<file path="src/design/assert_macros.svh">
// ----------------------------------------------------------------------------
// Assertion macros
// Concurrent assertion wrappers, clocked on clk and disabled in reset.
// ----------------------------------------------------------------------------
`ifndef ASSERT_MACROS_SVH
`define ASSERT_MACROS_SVH

`ifndef SYNTHESIS
// Same-cycle implication.
`define ASSERT_IMPLIES(lbl, ante, cons, msg) \
	lbl: assert property (@(posedge clk) disable iff (!arst_n) (ante) |-> (cons)) \
		else $error(msg);
// Next-cycle implication.
`define ASSERT_NEXT(lbl, ante, cons, msg) \
	lbl: assert property (@(posedge clk) disable iff (!arst_n) (ante) |=> (cons)) \
		else $error(msg);
`else
`define ASSERT_IMPLIES(lbl, ante, cons, msg)
`define ASSERT_NEXT(lbl, ante, cons, msg)
`endif

`endif

</file>
<file path="src/design/blmm_pkg.sv">
// ----------------------------------------------------------------------------
// Batched LWE matrix multiply-add package
// Shared constants, codes and types of the multiply-add unit.
// ----------------------------------------------------------------------------
package blmm_pkg;

	localparam int WORD_W        = 16;
	localparam int LANES         = 8;
	localparam int ROWS          = 8;
	localparam int COLUMNS_DEF   = 640;
	localparam int INSTANCES_DEF = 4;

	localparam int IN_DATA_W  = 168;
	localparam int IN_USER_W  = 2;
	localparam int OUT_DATA_W = 16;

	typedef enum logic [1:0] {
		MODE_LOAD_ERR = 2'd0,
		MODE_LOAD_SEC = 2'd1,
		MODE_COLUMN   = 2'd2,
		MODE_READ     = 2'd3
	} mode_t;

	typedef enum logic [1:0] {
		ST_IDLE,
		ST_COL,
		ST_DRAIN,
		ST_RD
	} state_t;

endpackage

</file>
<file path="src/design/blmm_lane.sv">
// ----------------------------------------------------------------------------
// Multiply lane
// One secret coefficient times one A value, low 16 bits, registered.
// ----------------------------------------------------------------------------
module blmm_lane
	import blmm_pkg::*;
(
	input  logic              clk,
	input  logic [WORD_W-1:0] secret,
	input  logic [WORD_W-1:0] a_val,
	output logic [WORD_W-1:0] product_s2
);

	logic [WORD_W-1:0] full;

	assign full = secret * a_val;

	// keep only the low word: the sum wraps at 16 bits anyway
	always_ff @(posedge clk) begin
		product_s2 <= full;
	end

endmodule

</file>
<file path="config.mk">
export PLATFORM = sky130hd
export DESIGN_NAME = blmm_lane
export DESIGN_NICKNAME = d
export VERILOG_FILES = /design/src/design/assert_macros.svh /design/src/design/blmm_pkg.sv /design/src/design/blmm_lane.sv
export SDC_FILE = /design/constraint.sdc
export NUM_CORES = 1
export LEC_CHECK = 0
export BUFFER_PORTS_ARGS = -buffer_cell sky130_fd_sc_hd__buf_2
export CAP_MARGIN = 20
export CORE_ASPECT_RATIO = 1.4
export CORE_MARGIN = 3
export CORE_UTILIZATION = 60
export DETAILED_ROUTE_END_ITERATION = 8
export PLACE_DENSITY_LB_ADDON = 0.05
export SYNTH_ARGS = -nofsm -noshare
export SYNTH_HDL_FRONTEND = slang
export SYNTH_SLANG_ARGS = --single-unit
</file>
<file path="constraint.sdc">
create_clock -name clk -period 7.42 [get_ports clk]
set_input_delay 0.742 -clock clk [delete_from_list [all_inputs] [get_ports clk]]
set_output_delay 0.742 -clock clk [all_outputs]
set_load 0.01 [all_outputs]
</file>
# After elaboration in Yosys (flattened, before gate mapping)
# Cells that the tools add are included.
# op_classes
mul,1
# ops
cell,n
16-bit by 16-bit multiplier with 16-bit output,1
# totals
in_bits,33
regBits,16
elab_cells,2

# Longest topological paths before layout
# logic_depth
word_depth,1
mapped_depth,20
depth_no_buf,19

# Least setup slack after synthesis
# OpenSTA, ideal clock, no wires.
# synth_path
path_type,input to register
start,input a_val[1]
end,register product_s2[14]
stages,19
setup_slack_ns,2.038
arrival_time_ns,5.259
path_cell_list,clkbuf_1 -> nand2_1 -> fa_1 -> fa_1 -> inv_1 -> fa_1 -> inv_1 -> fa_1 -> inv_1 -> fa_1 -> inv_1 -> fa_1 -> inv_1 -> ha_1 -> a21oi_1 -> o21ai_1 -> a31oi_1 -> a21oi_1 -> xor2_1
# synth_between
elab_chain_len,1
# synth_lines
item,line,source
from (decl),blmm_lane.sv:10,"input logic [WORD_W-1:0] a_val,"
16-bit by 16-bit multiplier with 16-bit output,blmm_lane.sv:16,assign full = secret * a_val;
net full[14],blmm_lane.sv:14,logic [WORD_W-1:0] full;
to (signal assigned),blmm_lane.sv:20,product_s2 <= full;
to (decl),blmm_lane.sv:11,output logic [WORD_W-1:0] product_s2
# The timed path passes the listed nets, and every way through them passes these cells.

# Worst setup path in the final report
# layout_path
start,input a_val[2]
end,register product_s2[15]
# Same word-level chain as after synthesis.

==> PnR_summary.wiki <==
{| class="wikitable"
! Metric !! Value
|-
| Measured slew at the worst slew-check pin || 0.3928 ns
|-
| VDD IR max || 0.2774 mV
|-
| Synthesized area divided by synthesized cell count || 8.861 um^2
|-
| Power Density || 380.3 nW/um^2
|-
| Cell row count || 35
|-
| Reg clk slew, reported paths || 0.07 ns
|-
| Destination of the worst hold path || product_s2[0]
|-
| Number of buffers inserted for hold repair after clock tree synthesis || 0
|-
| Clock buffers created by TritonCTS || 3
|-
| Quantity of gates resized following cts || 0
|-
| Synth Instances || 486
|-
| CP top delay family || adder cells
|-
| Critical Path AT || 5.55 ns
|-
| Port buffer count || 48
|-
| Cells traversed along the worst timing path || buf_2 -> nand2_1 -> fa_1 -> fa_1 -> fa_1 -> inv_1 -> fa_1 -> fa_1 -> inv_1 -> fa_1 -> inv_1 -> ha_1 -> a21o_1 -> a211o_2 -> o22ai_1 -> xnor2_1
|-
| Wire length of the first global-routing pass || 16.15 mm
|-
| Cell Area, Placed || 4613 um^2
|-
| Routed vias || 3,170
|-
| Placeable core region || 6788 um^2
|-
| Number of synthesis warnings || 0
|-
| Hold path depth || 2
|-
| Largest register FFs || 16
|-
| Clock network fraction of design power || 4.5%
|-
| Most numerous cell on the critical path || fa_1
|-
| Routability-driven placement congestion ratio || 0.9471
|-
| Worst-case setup margin in the final layout || 2.012 ns
|-
| Data required, critical path || 7.56 ns
|-
| Maximum clock rate || 0.1849 GHz
|-
| Post-Route WL || 9.553 mm
|-
| Category of the critical setup timing path || primary input to flop
|-
| Worst Setup End Kind || flop
|-
| Number of top-level pins || 49
|-
| Number of non-filler instances in the completed layout || 617
|-
| Detailed placement HPWL || 8.118 mm
|-
| Die width || 77.60 um
|-
| Seq cells post-synth || 16
|-
| Relative contribution of combinational cells to total power || 86.7%
|-
| Sink Count || 16
|-
| Number of endpoints failing setup at the final stage || 0
|-
| # nets final || 688
|-
| Slowest library cell on the worst path || fa_1
|-
| Clock tree from TritonCTS || built
|-
| Number of distinct standard cells referenced by the synthesized netlist || 29
|-
| Post-Place Worst Slack || 1.715 ns
|-
| Master cell of the clock root buffer || clkbuf_8
|-
| Number of global-route vias before repair || 3,369
|-
| Vias per std cell || 5.138
|-
| Final Hold Vio Count || 0
|-
| Number of max-slew violations in the final report || 0
|-
| Standby leakage power || 2.473 nW
|-
| Die height || 106.2 um
|-
| Largest net degree at the start of global routing || 17
|-
| Htree depth || 1
|-
| Iteration-0 DRC count of the detailed router || 163
|-
| Area of the die || 8245 um^2
|-
| Number of iterations in the first detailed-routing pass || 4
|-
| Register bank with the most flops || product_s2
|-
| Mapped cell area || 4307 um^2
|-
| Final worst path period share || 72.88%
|-
| Layout Cell Area excl Fill || 4668 um^2
|-
| Delay contributed by the slowest stage of the critical path || 0.51 ns
|-
| Type of the most critical hold path || primary input to flop
|-
| Sequential share of power || 8.8%
|-
| Number of remaining DRC errors || 0
|-
| Largest registers in the final layout || product_s2 (16)
|-
| Cell Int Power || 0.0009279 W
|-
| Setup repair after global routing missed its margin || false
|-
| Initial core utilization || 63.45%
|-
| Nets in the synthesized netlist || 648
|-
| Result of the run || completed
|-
| Number of antenna repair diodes || 0
|-
| Layout cell share with drive strength beyond 1 || 12.95%
|-
| Sequential fraction of the synthesis area || 7.438%
|-
| Hold slack final || 0.9035 ns
|-
| Switching Fraction || 47.74%
|-
| Final global-route overflow total || 0
|-
| Final period demand of the worst path || 5.408 ns
|-
| Crit start category || primary input
|-
| Number of antenna violations at the first check in global routing || 0
|-
| Global-route usage over all layers || 25.46%
|-
| Number of post-CTS setup repair buffers || 0
|-
| Maximum clock insertion buffer count || 2
|-
| Number of placed instances with taps included || 613
|-
| Hold Crit Start || a_val[0]
|-
| Wire per inst || 15.48 um
|-
| Synth-to-layout area growth || 8.396%
|-
| Top fanout value on the critical path || 14
|-
| Critical path buffer and inverter count || 4
|-
| Slew margin rel. || 73.58%
|-
| Max Cap Violations || 0
|-
| Switching power || 0.0008476 W
|-
| Post-route antenna net violation count || 0
|-
| Total Negative Setup Slacks || 0 ns
|}
-- metal layers --
layer / up-vias / global-route usage (%) / share of wire (%)
met4: 0 / 12.47 / 4.6
met1: 1556 / 29.98 / 38
met2: 92 / 46.14 / 53
met5: - / 0 / 0
li1: 1503 / - / -
met3: 19 / 1.864 / 4.4
-- cells by family (layout without fill, tap and decap cells) --
| family | Yosys count | count (layout) | share of synthesized area, % |
|---|---|---|---|
| AND/OR/NAND/NOR | 150 | 150 | 17.40 |
| adder cells (fa/ha/maj) | 129 | 129 | 51.42 |
| buffers and inverters | 127 | 166 | 11.07 |
| AO/OA/AOI/OAI | 25 | 25 | 3.719 |
| flip-flops | 16 | 16 | 7.438 |
| XOR/XNOR | 39 | 39 | 8.948 |
-- layout by cell type, fill, tap and decap left out, types with 3 or more instances in the layout --
cell,count
dfxtp_1,16
ha_1,49
fa_1,80
inv_1,114
a21oi_1,9
xnor2_1,27
and2_1,55
nand2_2,3
a21o_1,5
nor2_1,6
o21ai_1,3
and2_2,7
nand2_1,75
xnor2_2,4
xor2_1,7
buf_2,48
clkbuf_8,4
-- synthesized netlist by cell type --
master | count | area share [%]
a31oi_1 | 1 | 0.15
o22ai_1 | 1 | 0.15
nand2_1 | 75 | 6.5
clkbuf_1 | 13 | 1.1
a211o_2 | 1 | 0.23
a211o_1 | 1 | 0.20
nand2_2 | 3 | 0.44
a21oi_1 | 9 | 1.0
a21boi_1 | 1 | 0.17
nor4_1 | 1 | 0.15
fa_1 | 80 | 37
o211ai_1 | 1 | 0.17
xnor2_2 | 4 | 1.5
nor2_1 | 6 | 0.52
nand4_1 | 1 | 0.15
o21ai_1 | 3 | 0.35
o21a_1 | 1 | 0.17
xor2_1 | 7 | 1.4
dfxtp_1 | 16 | 7.4
and3_1 | 1 | 0.15
xnor2_1 | 27 | 5.5
nand2_4 | 1 | 0.26
ha_1 | 49 | 14
and2_1 | 55 | 8.0
and2_2 | 7 | 1.2
inv_1 | 114 | 9.9
a31o_1 | 1 | 0.20
xnor3_1 | 1 | 0.52
a21o_1 | 5 | 0.87
-- stage by stage --
stage / total power [W] / util, %
5_1_grt: 0.002042 / 68.77
3_3_place_gp: 0.001675 / 67.96
6_report: 0.001776 / 68.77
3_5_place_dp: 0.001712 / 67.96
4_1_cts: 0.001802 / 68.77
2_1_floorplan: 0.001388 / -
-- power by group through the flow --
| stage | Clock, W | Sequential [W] | Combinational [W] |
|---|---|---|---|
| floorplan | 0 | 0.000179 | 0.00121 |
| global placement | 0 | 0.000159 | 0.00152 |
| detailed placement | 0 | 0.000159 | 0.00155 |
| CTS | 0.0000830 | 0.000157 | 0.00156 |
| global route | 0.0000874 | 0.000160 | 0.00179 |
| finish | 0.0000803 | 0.000157 | 0.00154 |
-- layout make-up --
class,instances,area (um^2)
multi-input combinational,343,3510
fill,549,2120
inverter,114,427.9
sequential,16,320.3
timing repair buffer,48,240.2
tap,92,115.1
clock buffer,4,55.05
-- how the worst max path moves through the flow --
stage / from / end / slack, ns / depth (start not counted)
after floorplan: a_val[1] / product_s2[14] / 2.04 / 19
after global placement: a_val[4] / product_s2[15] / 1.72 / 17
after global routing: a_val[1] / product_s2[14] / 1.76 / 19
final: a_val[2] / product_s2[15] / 2.01 / 16
after CTS: a_val[4] / product_s2[15] / 1.99 / 17
after detailed placement: a_val[4] / product_s2[15] / 1.71 / 17
Note: power is estimated with default switching activity, not from simulation.
