### src/design/assert_macros.svh
// ----------------------------------------------------------------------------
// Assertion macros
// Concurrent assertion wrappers, clocked on clk and disabled in reset.
// ----------------------------------------------------------------------------
`ifndef ASSERT_MACROS_SVH
`define ASSERT_MACROS_SVH

`ifndef SYNTHESIS
// Same-cycle implication.
`define ASSERT_IMPLIES(lbl, ante, cons, msg) \
	lbl: assert property (@(posedge clk) disable iff (!arst_n) (ante) |-> (cons)) \
		else $error(msg);
// Next-cycle implication.
`define ASSERT_NEXT(lbl, ante, cons, msg) \
	lbl: assert property (@(posedge clk) disable iff (!arst_n) (ante) |=> (cons)) \
		else $error(msg);
`else
`define ASSERT_IMPLIES(lbl, ante, cons, msg)
`define ASSERT_NEXT(lbl, ante, cons, msg)
`endif

`endif

### src/design/blmm_pkg.sv
// ----------------------------------------------------------------------------
// Batched LWE matrix multiply-add package
// Shared constants, codes and types of the multiply-add unit.
// ----------------------------------------------------------------------------
package blmm_pkg;

	localparam int WORD_W        = 16;
	localparam int LANES         = 8;
	localparam int ROWS          = 8;
	localparam int COLUMNS_DEF   = 640;
	localparam int INSTANCES_DEF = 4;

	localparam int IN_DATA_W  = 168;
	localparam int IN_USER_W  = 2;
	localparam int OUT_DATA_W = 16;

	typedef enum logic [1:0] {
		MODE_LOAD_ERR = 2'd0,
		MODE_LOAD_SEC = 2'd1,
		MODE_COLUMN   = 2'd2,
		MODE_READ     = 2'd3
	} mode_t;

	typedef enum logic [1:0] {
		ST_IDLE,
		ST_COL,
		ST_DRAIN,
		ST_RD
	} state_t;

endpackage

### src/design/blmm_merge.sv
// ----------------------------------------------------------------------------
// Lane merge
// Adds the lane products onto the old accumulator word, wrapping at 16 bits.
// ----------------------------------------------------------------------------
module blmm_merge
	import blmm_pkg::*;
(
	input  logic [LANES-1:0][WORD_W-1:0] products,
	input  logic [WORD_W-1:0]            acc_old,
	output logic [WORD_W-1:0]            acc_new
);

	always_comb begin
		logic [WORD_W-1:0] sum;
		sum = acc_old;
		for (int p = 0; p < LANES; p++) begin
			sum = sum + products[p];
		end
		acc_new = sum;
	end

endmodule

### config.mk
export PLATFORM = sky130hd
export DESIGN_NAME = blmm_merge
export DESIGN_NICKNAME = d
export VERILOG_FILES = /design/src/design/assert_macros.svh /design/src/design/blmm_pkg.sv /design/src/design/blmm_merge.sv
export SDC_FILE = /design/constraint.sdc
export NUM_CORES = 1
export LEC_CHECK = 0
export BUFFER_PORTS_ARGS = -buffer_cell sky130_fd_sc_hd__clkbuf_2
export CAP_MARGIN = 20
export CORE_MARGIN = 2
export CORE_UTILIZATION = 40
export DETAILED_ROUTE_END_ITERATION = 7
export PLACE_DENSITY = 0.71
export RECOVER_POWER = 25
export SYNTH_ARGS = -nofsm -noshare
export SYNTH_HDL_FRONTEND = slang
export SYNTH_SLANG_ARGS = --single-unit
export TNS_END_PERCENT = 1
### constraint.sdc
create_clock -name vclk -period 6.8
set_clock_uncertainty 0.05 [all_clocks]
set_input_delay 1.36 -clock vclk [all_inputs]
set_output_delay 1.36 -clock vclk [all_outputs]
set_load 0.01 [all_outputs]
# ---- Yosys cells after proc, flatten, opt, wreduce, memory -nomap -nowiden
# Index checks and enable logic that the tools add are counted.
dict set report totals {
  ff_bits 0
  input_bits 144
  output_inout_bits 16
  wordCells 8
}
dict set report op_classes {
  add_sub_neg 8
}
# op count
set ops {}
lappend ops {{adder 16 bit} 8}

# ---- Logic depth before layout (Yosys ltp)
# Gate-level depths: netlist of run 1.
dict set report depth {
  ltp_word 8
  mapped_depth 17
  ltp_nobuf 17
}

# ---- Worst setup path before layout of run 1
# Ideal clock, no wire load.
dict set report synth_timing {
  kind {in2out}
  startpoint {input port products[98] (netlist bit)}
  endpoint {output port acc_new[14]}
  arrival_time_ns 5.089
  required_time_ns 5.390
  setup_slack_ns 0.301
  cell_stages 14
  path_buffers 0
  cell_sequence {fa_1 fa_1 fa_1 inv_1 fa_1 inv_1 ha_1 inv_1 fa_1 nor2b_4 o21ai_2 a21boi_2 o21bai_1 o311ai_0}
}
dict set report synth_between {
  elab_chain_cells 2
}
# element line_no
set synth_lines {}
lappend synth_lines {{from (decl)} blmm_merge.sv:8} ;# input logic [LANES-1:0][WORD_W-1:0] products,
lappend synth_lines {{adder 16 bit (2 in a row)} blmm_merge.sv:17} ;# sum = sum + products[p];
lappend synth_lines {{to (decl)} blmm_merge.sv:10} ;# output logic [WORD_W-1:0] acc_new
# No other way between the ends.

# ---- Worst setup path in the final report of run 1
dict set report layout_timing {
  startpoint {input port products[2] (netlist bit)}
  endpoint {output port acc_new[12]}
}
dict set report layout_between {
  elab_chain_cells 8
}
# element line_no
set layout_lines {}
lappend layout_lines {{adder 16 bit (8 in a row)} blmm_merge.sv:17}
# No other way between the ends.

==> metrics.txt, run 1 <==
outcome complete, no violations; antenna cell count 0; DRC violation total after the first TritonRoute iteration 16; nets@finish 755; final hold vios 0; P&R area growth vs syn 29.83%; worst vdd ir 0.2632 mV; LEAKAGE 2.450 nW; Worst-Margin Slew 0.2751 ns; Tcrit/Tclk final 0.9932; Power per Cell Area 572.6 nW/µm²; most common cell in the netlist inv_1; final worst setup slack 0.04655 ns; post-synthesis simple-gate area fraction 0.03825; DRC violations left 0; Final Core Density 0.5412; Slew Limit Fails 0; drt pass-1 iters 4; maximum clock frequency 0.1481 GHz; drt total wl 6.214 mm; min-delay src acc_old[0]; Post-Synth XOR/XNOR Area 0.06221; # fillers 731; critical path cell sequence clkbuf_2 > inv_1 > fa_1 > inv_1 > fa_1 > fa_1 > inv_1 > fa_1 > inv_1 > ha_2 > inv_2 > fa_2 > nor2b_4 > o21ai_2 > a21boi_2 > o311a_1 > or4_1 > and3_1 > buf_2; DR WL/cell 10.46 µm; register area share after synthesis 0; max incr delay on CP 0.53 ns; peak fanout along the critical path 2; first-pass GRT wire length 10.61 mm; largest family of logic cells by synthesized area adder cells; Synth warnings 0; Vert. Die Dim 93.98 µm; Synth area leaders fa_1 (62%), inv_1 (16%), ha_1 (6.2%), xnor2_1 (4.9%), xor2_1 (1.4%); flip-flop and latch area 0 µm²; port bufs 160; number of sequential cells 0; CP top delay family adder cells; Initial Util 0.4169; Placed Cells incl. Taps 593; GR Overflow Total 0; Worst Hold Endpoint acc_new[0]; Vias/cell 4.318; Hold Crit Class input pin to output port; GRT Resource Usage Total 0.1453; DR vias 2565; max_slew headroom 0.8154; Synth Cell Area 3238 µm²; final hold slack 3.190 ns; Arr. time, crit path 5.34 ns; largest net degree at the start of global routing 7; pre-CTS WS -0.02794 ns; Synth top area share 0.6244; adder-cell share of the synthesized area 0.6862; setup TNS 0 ns; clock buffer count 0; CP max-delay cell fa_1; Data required, critical path 5.39 ns; RSZ-0062 raised after global routing true; Synth area leader fa_1; multiplexer area fraction after synthesis 0.003091; share of layout cells above drive strength 1 0.3435; vias in the first global route 2674; Tmin final 6.753 ns; post-synthesis compound-gate area fraction 0.04560; antenna violations before repair 0; die area 8831 µm²; Syn Area/Cell 9.872 µm²; cells after synthesis 328; RD Place Congestion 0.7972; dpl hpwl 6.348 mm; WP buf/inv 7; Worst setup EP type output port; Final setup viols 0; Cell Rows 32; maxcap violations 0; Horiz. Die Dim 93.98 µm; Post-synth top cells inv_1 (142), fa_1 (101), xnor2_1 (18), ha_1 (16), nor2_1 (9); Synth cell types 32; Startpoint Class input pin; Mapped Nets 589; Hold Path Depth 4; ANT nets after route 0; worst setup path class input pin to output port; final cell count without fillers 594; core area 7767 µm²; IO Pins 160
==> logic make-up after synthesis <==
kind of cell	after synthesis
compound gates	21
xor+xnor	23
fa+ha+maj	117
buf+inv	142
mux	1
simple gates	24
==> where the power goes <==
group	switching (mW)	internal [mW]	total, mW
clock network	0	0	0
registers	0	0	0
logic	1.33	1.07	2.41
total	1.33	1.07	2.41
==> final cells by class <==
cell class | instances | area, µm² | share of cell area
inverter | 142 | 533.0 | 0.1268
multi-input combinational | 186 | 2716 | 0.6461
tap | 102 | 127.6 | 0.03036
timing repair buffer | 164 | 827.0 | 0.1967
==> through the flow <==
| step | total power [mW] | area [µm²] |
|---|---|---|
| finish | 2.407 | 4204 |
| floorplan | 1.576 | 3238 |
| global route | 2.740 | 4204 |
| global placement | 2.351 | 4189 |
| detailed placement | 2.400 | 4189 |
| CTS | 2.446 | 4202 |
==> metal layers <==
| layer | track usage | wire [µm] | up-vias |
|---|---|---|---|
| li1 | - | - | 1229 |
| met1 | 0.1705 | 2184 | 1220 |
| met2 | 0.2935 | 3393 | 116 |
| met5 | 0 | 0 | - |
| met4 | 0 | 0 | 0 |
| met3 | 0.02167 | 636 | 0 |
==> worst max-delay path by stage <==
stage	startpoint	endpoint	slack, ns	cells past startpoint
2_1_floorplan	products[98]	acc_new[14]	0.30	14
3_3_place_gp	products[98]	acc_new[12]	-0.01	17
3_5_place_dp	products[98]	acc_new[12]	-0.03	17
4_1_cts	products[2]	acc_new[12]	0.009	19
5_1_grt	products[2]	acc_new[12]	-0.11	19
6_report	products[2]	acc_new[12]	0.05	19
==> layout by cell type (no fill, tap or decap), drive strengths merged, types with 2 or more instances in the layout <==
master	n
a21boi	2
xor2	5
nand2	5
o21ai	5
fa	101
buf	7
o21bai	2
ha	16
nand3	2
xnor2	18
inv	142
nor2	9
clkbuf	157
a21oi	4
==> what timing repair did <==
action | CTS | global route
setup endpoints to repair | 1 | 5
setup buffers | 1 | 0
hold buffers | 0 | 0
pin swaps | 5 | 4
gates resized for setup | 2 | 7
Note: power is estimated with default switching activity, not from simulation.
==> inputs of run 2 (changes only) <==
--- a/config.mk
+++ b/config.mk
@@ -5,12 +5,13 @@
 export SDC_FILE = /design/constraint.sdc
 export NUM_CORES = 1
 export LEC_CHECK = 0
+export ABC_AREA = 1
 export BUFFER_PORTS_ARGS = -buffer_cell sky130_fd_sc_hd__clkbuf_2
 export CAP_MARGIN = 20
 export CORE_MARGIN = 2
-export CORE_UTILIZATION = 40
+export CORE_UTILIZATION = 50
 export DETAILED_ROUTE_END_ITERATION = 7
-export PLACE_DENSITY = 0.71
+export PLACE_DENSITY = 0.85
 export RECOVER_POWER = 25
 export SYNTH_ARGS = -nofsm -noshare
 export SYNTH_HDL_FRONTEND = slang
==> constraint.sdc (replaced) <==
create_clock -name vclk -period 6.8
set_clock_uncertainty 0.05 [all_clocks]
set_input_delay 0.68 -clock vclk [all_inputs]
set_output_delay 0.68 -clock vclk [all_outputs]
set_load 0.01 [all_outputs]
==> metrics.txt, run 2 <==
outcome complete, no violations (unchanged); vias in the first global route 3174 (was 2674); maximum clock frequency 0.1870 GHz (was 0.1481 GHz); Slew Limit Fails 0 (unchanged); DR vias 2972 (was 2565); max_slew headroom 0.8291 (was 0.8154); core area 6756 µm² (was 7767 µm²); Vias/cell 4.579 (was 4.318); final worst setup slack 1.451 ns (was 0.04655 ns); DRC violation total after the first TritonRoute iteration 50 (was 16); Synth top area share 0.5817 (was 0.6244); Tmin final 5.349 ns (was 6.753 ns); number of sequential cells 0 (unchanged); RD Place Congestion 0.8006 (was 0.7972); min-delay src acc_old[0] (unchanged); share of layout cells above drive strength 1 0.2917 (was 0.3435); Hold Path Depth 4 (unchanged); flip-flop and latch area 0 µm² (unchanged); critical path cell sequence clkbuf_2 > inv_1 > fa_1 > inv_1 > fa_1 > fa_1 > inv_1 > fa_1 > inv_1 > ha_1 > inv_1 > fa_1 > o21ai_2 > a21o_1 > nand3_1 > nand2_1 > nand2_1 > nand2_1 > clkbuf_2 (was clkbuf_2 > inv_1 > fa_1 > inv_1 > fa_1 > fa_1 > inv_1 > fa_1 > inv_1 > ha_2 > inv_2 > fa_2 > nor2b_4 > o21ai_2 > a21boi_2 > o311a_1 > or4_1 > and3_1 > buf_2); Mapped Nets 670 (was 589); Vert. Die Dim 87.38 µm (was 93.98 µm); Worst Hold Endpoint acc_new[0] (unchanged); antenna violations before repair 0 (unchanged); DR WL/cell 11.22 µm (was 10.46 µm); maxcap violations 0 (unchanged); drt pass-1 iters 4 (unchanged); setup TNS 0 ns (unchanged); Worst setup EP type output port (unchanged); CP max-delay cell fa_1 (unchanged); Cell Rows 30 (was 32); Horiz. Die Dim 87.38 µm (was 93.98 µm); most common cell in the netlist inv_1 (unchanged); cells after synthesis 409 (was 328); largest net degree at the start of global routing 7 (unchanged); die area 7634 µm² (was 8831 µm²); pre-CTS WS 1.463 ns (was -0.02794 ns); ANT nets after route 0 (unchanged); P&R area growth vs syn 25.77% (was 29.83%); DRC violations left 0 (unchanged); IO Pins 160 (unchanged); final hold vios 0 (unchanged); peak fanout along the critical path 4 (was 2); post-CTS sizing 0 (was 2); Arr. time, crit path 4.62 ns (was 5.34 ns); dpl hpwl 7.266 mm (was 6.348 mm); most common cell after layout, fill and taps aside inv_1 (was clkbuf_2); Hold Crit Class input pin to output port (unchanged); first-pass GRT wire length 12.92 mm (was 10.61 mm); LEAKAGE 2.694 nW (was 2.450 nW); worst setup path class input pin to output port (unchanged); Synth Cell Area 3476 µm² (was 3238 µm²); Initial Util 0.5144 (was 0.4169); # fillers 552 (was 731); RSZ-0062 raised after global routing false (was true); Syn Area/Cell 8.498 µm² (was 9.872 µm²); drt total wl 7.283 mm (was 6.214 mm); GRT Resource Usage Total 0.2071 (was 0.1453); Post-synth top cells inv_1 (166), fa_1 (101), nand2_1 (61), ha_1 (16), nor2_1 (12) (was inv_1 (142), fa_1 (101), xnor2_1 (18), ha_1 (16), nor2_1 (9)); Startpoint Class input pin (unchanged); Tcrit/Tclk final 0.7866 (was 0.9932); Worst-Margin Slew 0.2537 ns (was 0.2751 ns); WP buf/inv 7 (unchanged); CP top delay family adder cells (unchanged); max incr delay on CP 0.53 ns (about the same); most frequent cells in the layout inv_1 (166), clkbuf_2 (156), fa_1 (101) (was clkbuf_2 (154), inv_1 (141), fa_1 (100)); post-CTS setup buffer count 0 (was 1); hold-fix buffers at CTS 0 (unchanged); Synth warnings 0 (unchanged); antenna cell count 0 (unchanged); clock buffer count 0 (unchanged); worst vdd ir 0.3764 mV (was 0.2632 mV); GR Overflow Total 0 (unchanged); Data required, critical path 6.07 ns (was 5.39 ns); Power per Cell Area 571.0 nW/µm² (was 572.6 nW/µm²); Synth area leader fa_1 (unchanged); Final setup viols 0 (unchanged); nets@finish 832 (was 755); Synth area leaders fa_1 (58%), inv_1 (18%), nand2_1 (6.6%), ha_1 (5.8%), xnor2_1 (1.8%) (was fa_1 (62%), inv_1 (16%), ha_1 (6.2%), xnor2_1 (4.9%), xor2_1 (1.4%)); port bufs 160 (unchanged); Synth cell types 24 (was 32); register area share after synthesis 0 (unchanged); footprint of the multi-input gates 2841 µm² (was 2716 µm²)
## run 2: cell count changes after synthesis, sizes merged, moves of 2 or more
cell	change
a31oi	+2
nor2	+6
nand3	+9
inv	+26
xnor2	-11
a21oi	+3
a21boi	-2
nand2	+56
## run 2: worst max path at each step
stage / slack [ns] / cells after the start / start / endpoint
floorplan: 1.96 / 14 / products[98] / acc_new[8]
global placement: 1.59 / 17 / products[98] / acc_new[12]
detailed placement: 1.46 / 18 / products[2] / acc_new[8]
CTS: 1.44 / 18 / products[2] / acc_new[8]
global route: 1.28 / 18 / products[2] / acc_new[8]
finish: 1.45 / 19 / products[2] / acc_new[12]
## run 2: layout make-up
type                            count  share of cell area
Tap cell                           80             0.02290
Inverter                          169              0.1451
Timing Repair Buffer              160              0.1820
Multi-Input combinational cell    240              0.6500
## run 2: kinds of logic (layout without fill, tap and decap cells)
family / count (synthesis) / count (layout) / synth area share
adders and majority gates: 117 / 117 / 0.6393
xor gates and xnor gates: 13 / 13 / 0.03276
AOI/OAI and AO/OA: 19 / 19 / 0.03708
and+or+nand+nor: 91 / 91 / 0.1084
buffers and inverters: 169 / 329 / 0.1825
## run 2: power by group
part / switching, mW / internal [mW]
registers: 0 / 0
clock network: 0 / 0
logic: 1.51 / 0.986
## run 2: per-layer routing
layer,track usage,up-vias,share of wire
met5,0,-,0
met4,0.01259,0,0.0066
met3,0.01422,4,0.069
met2,0.4325,119,0.57
met1,0.2351,1413,0.35
li1,-,1436,-
## run 2: through the flow
stage	cell area [µm²]	instances	total power, mW	util	hold WS, ns
after floorplan	3476	409	1.720	-	1.616
after global placement	4377	649	2.453	0.6478	1.809
after detailed placement	4377	649	2.523	0.6478	1.819
after CTS	4377	649	2.539	0.6478	1.831
after global routing	4372	649	2.838	0.6470	1.891
final	4372	649	2.496	0.6470	1.848
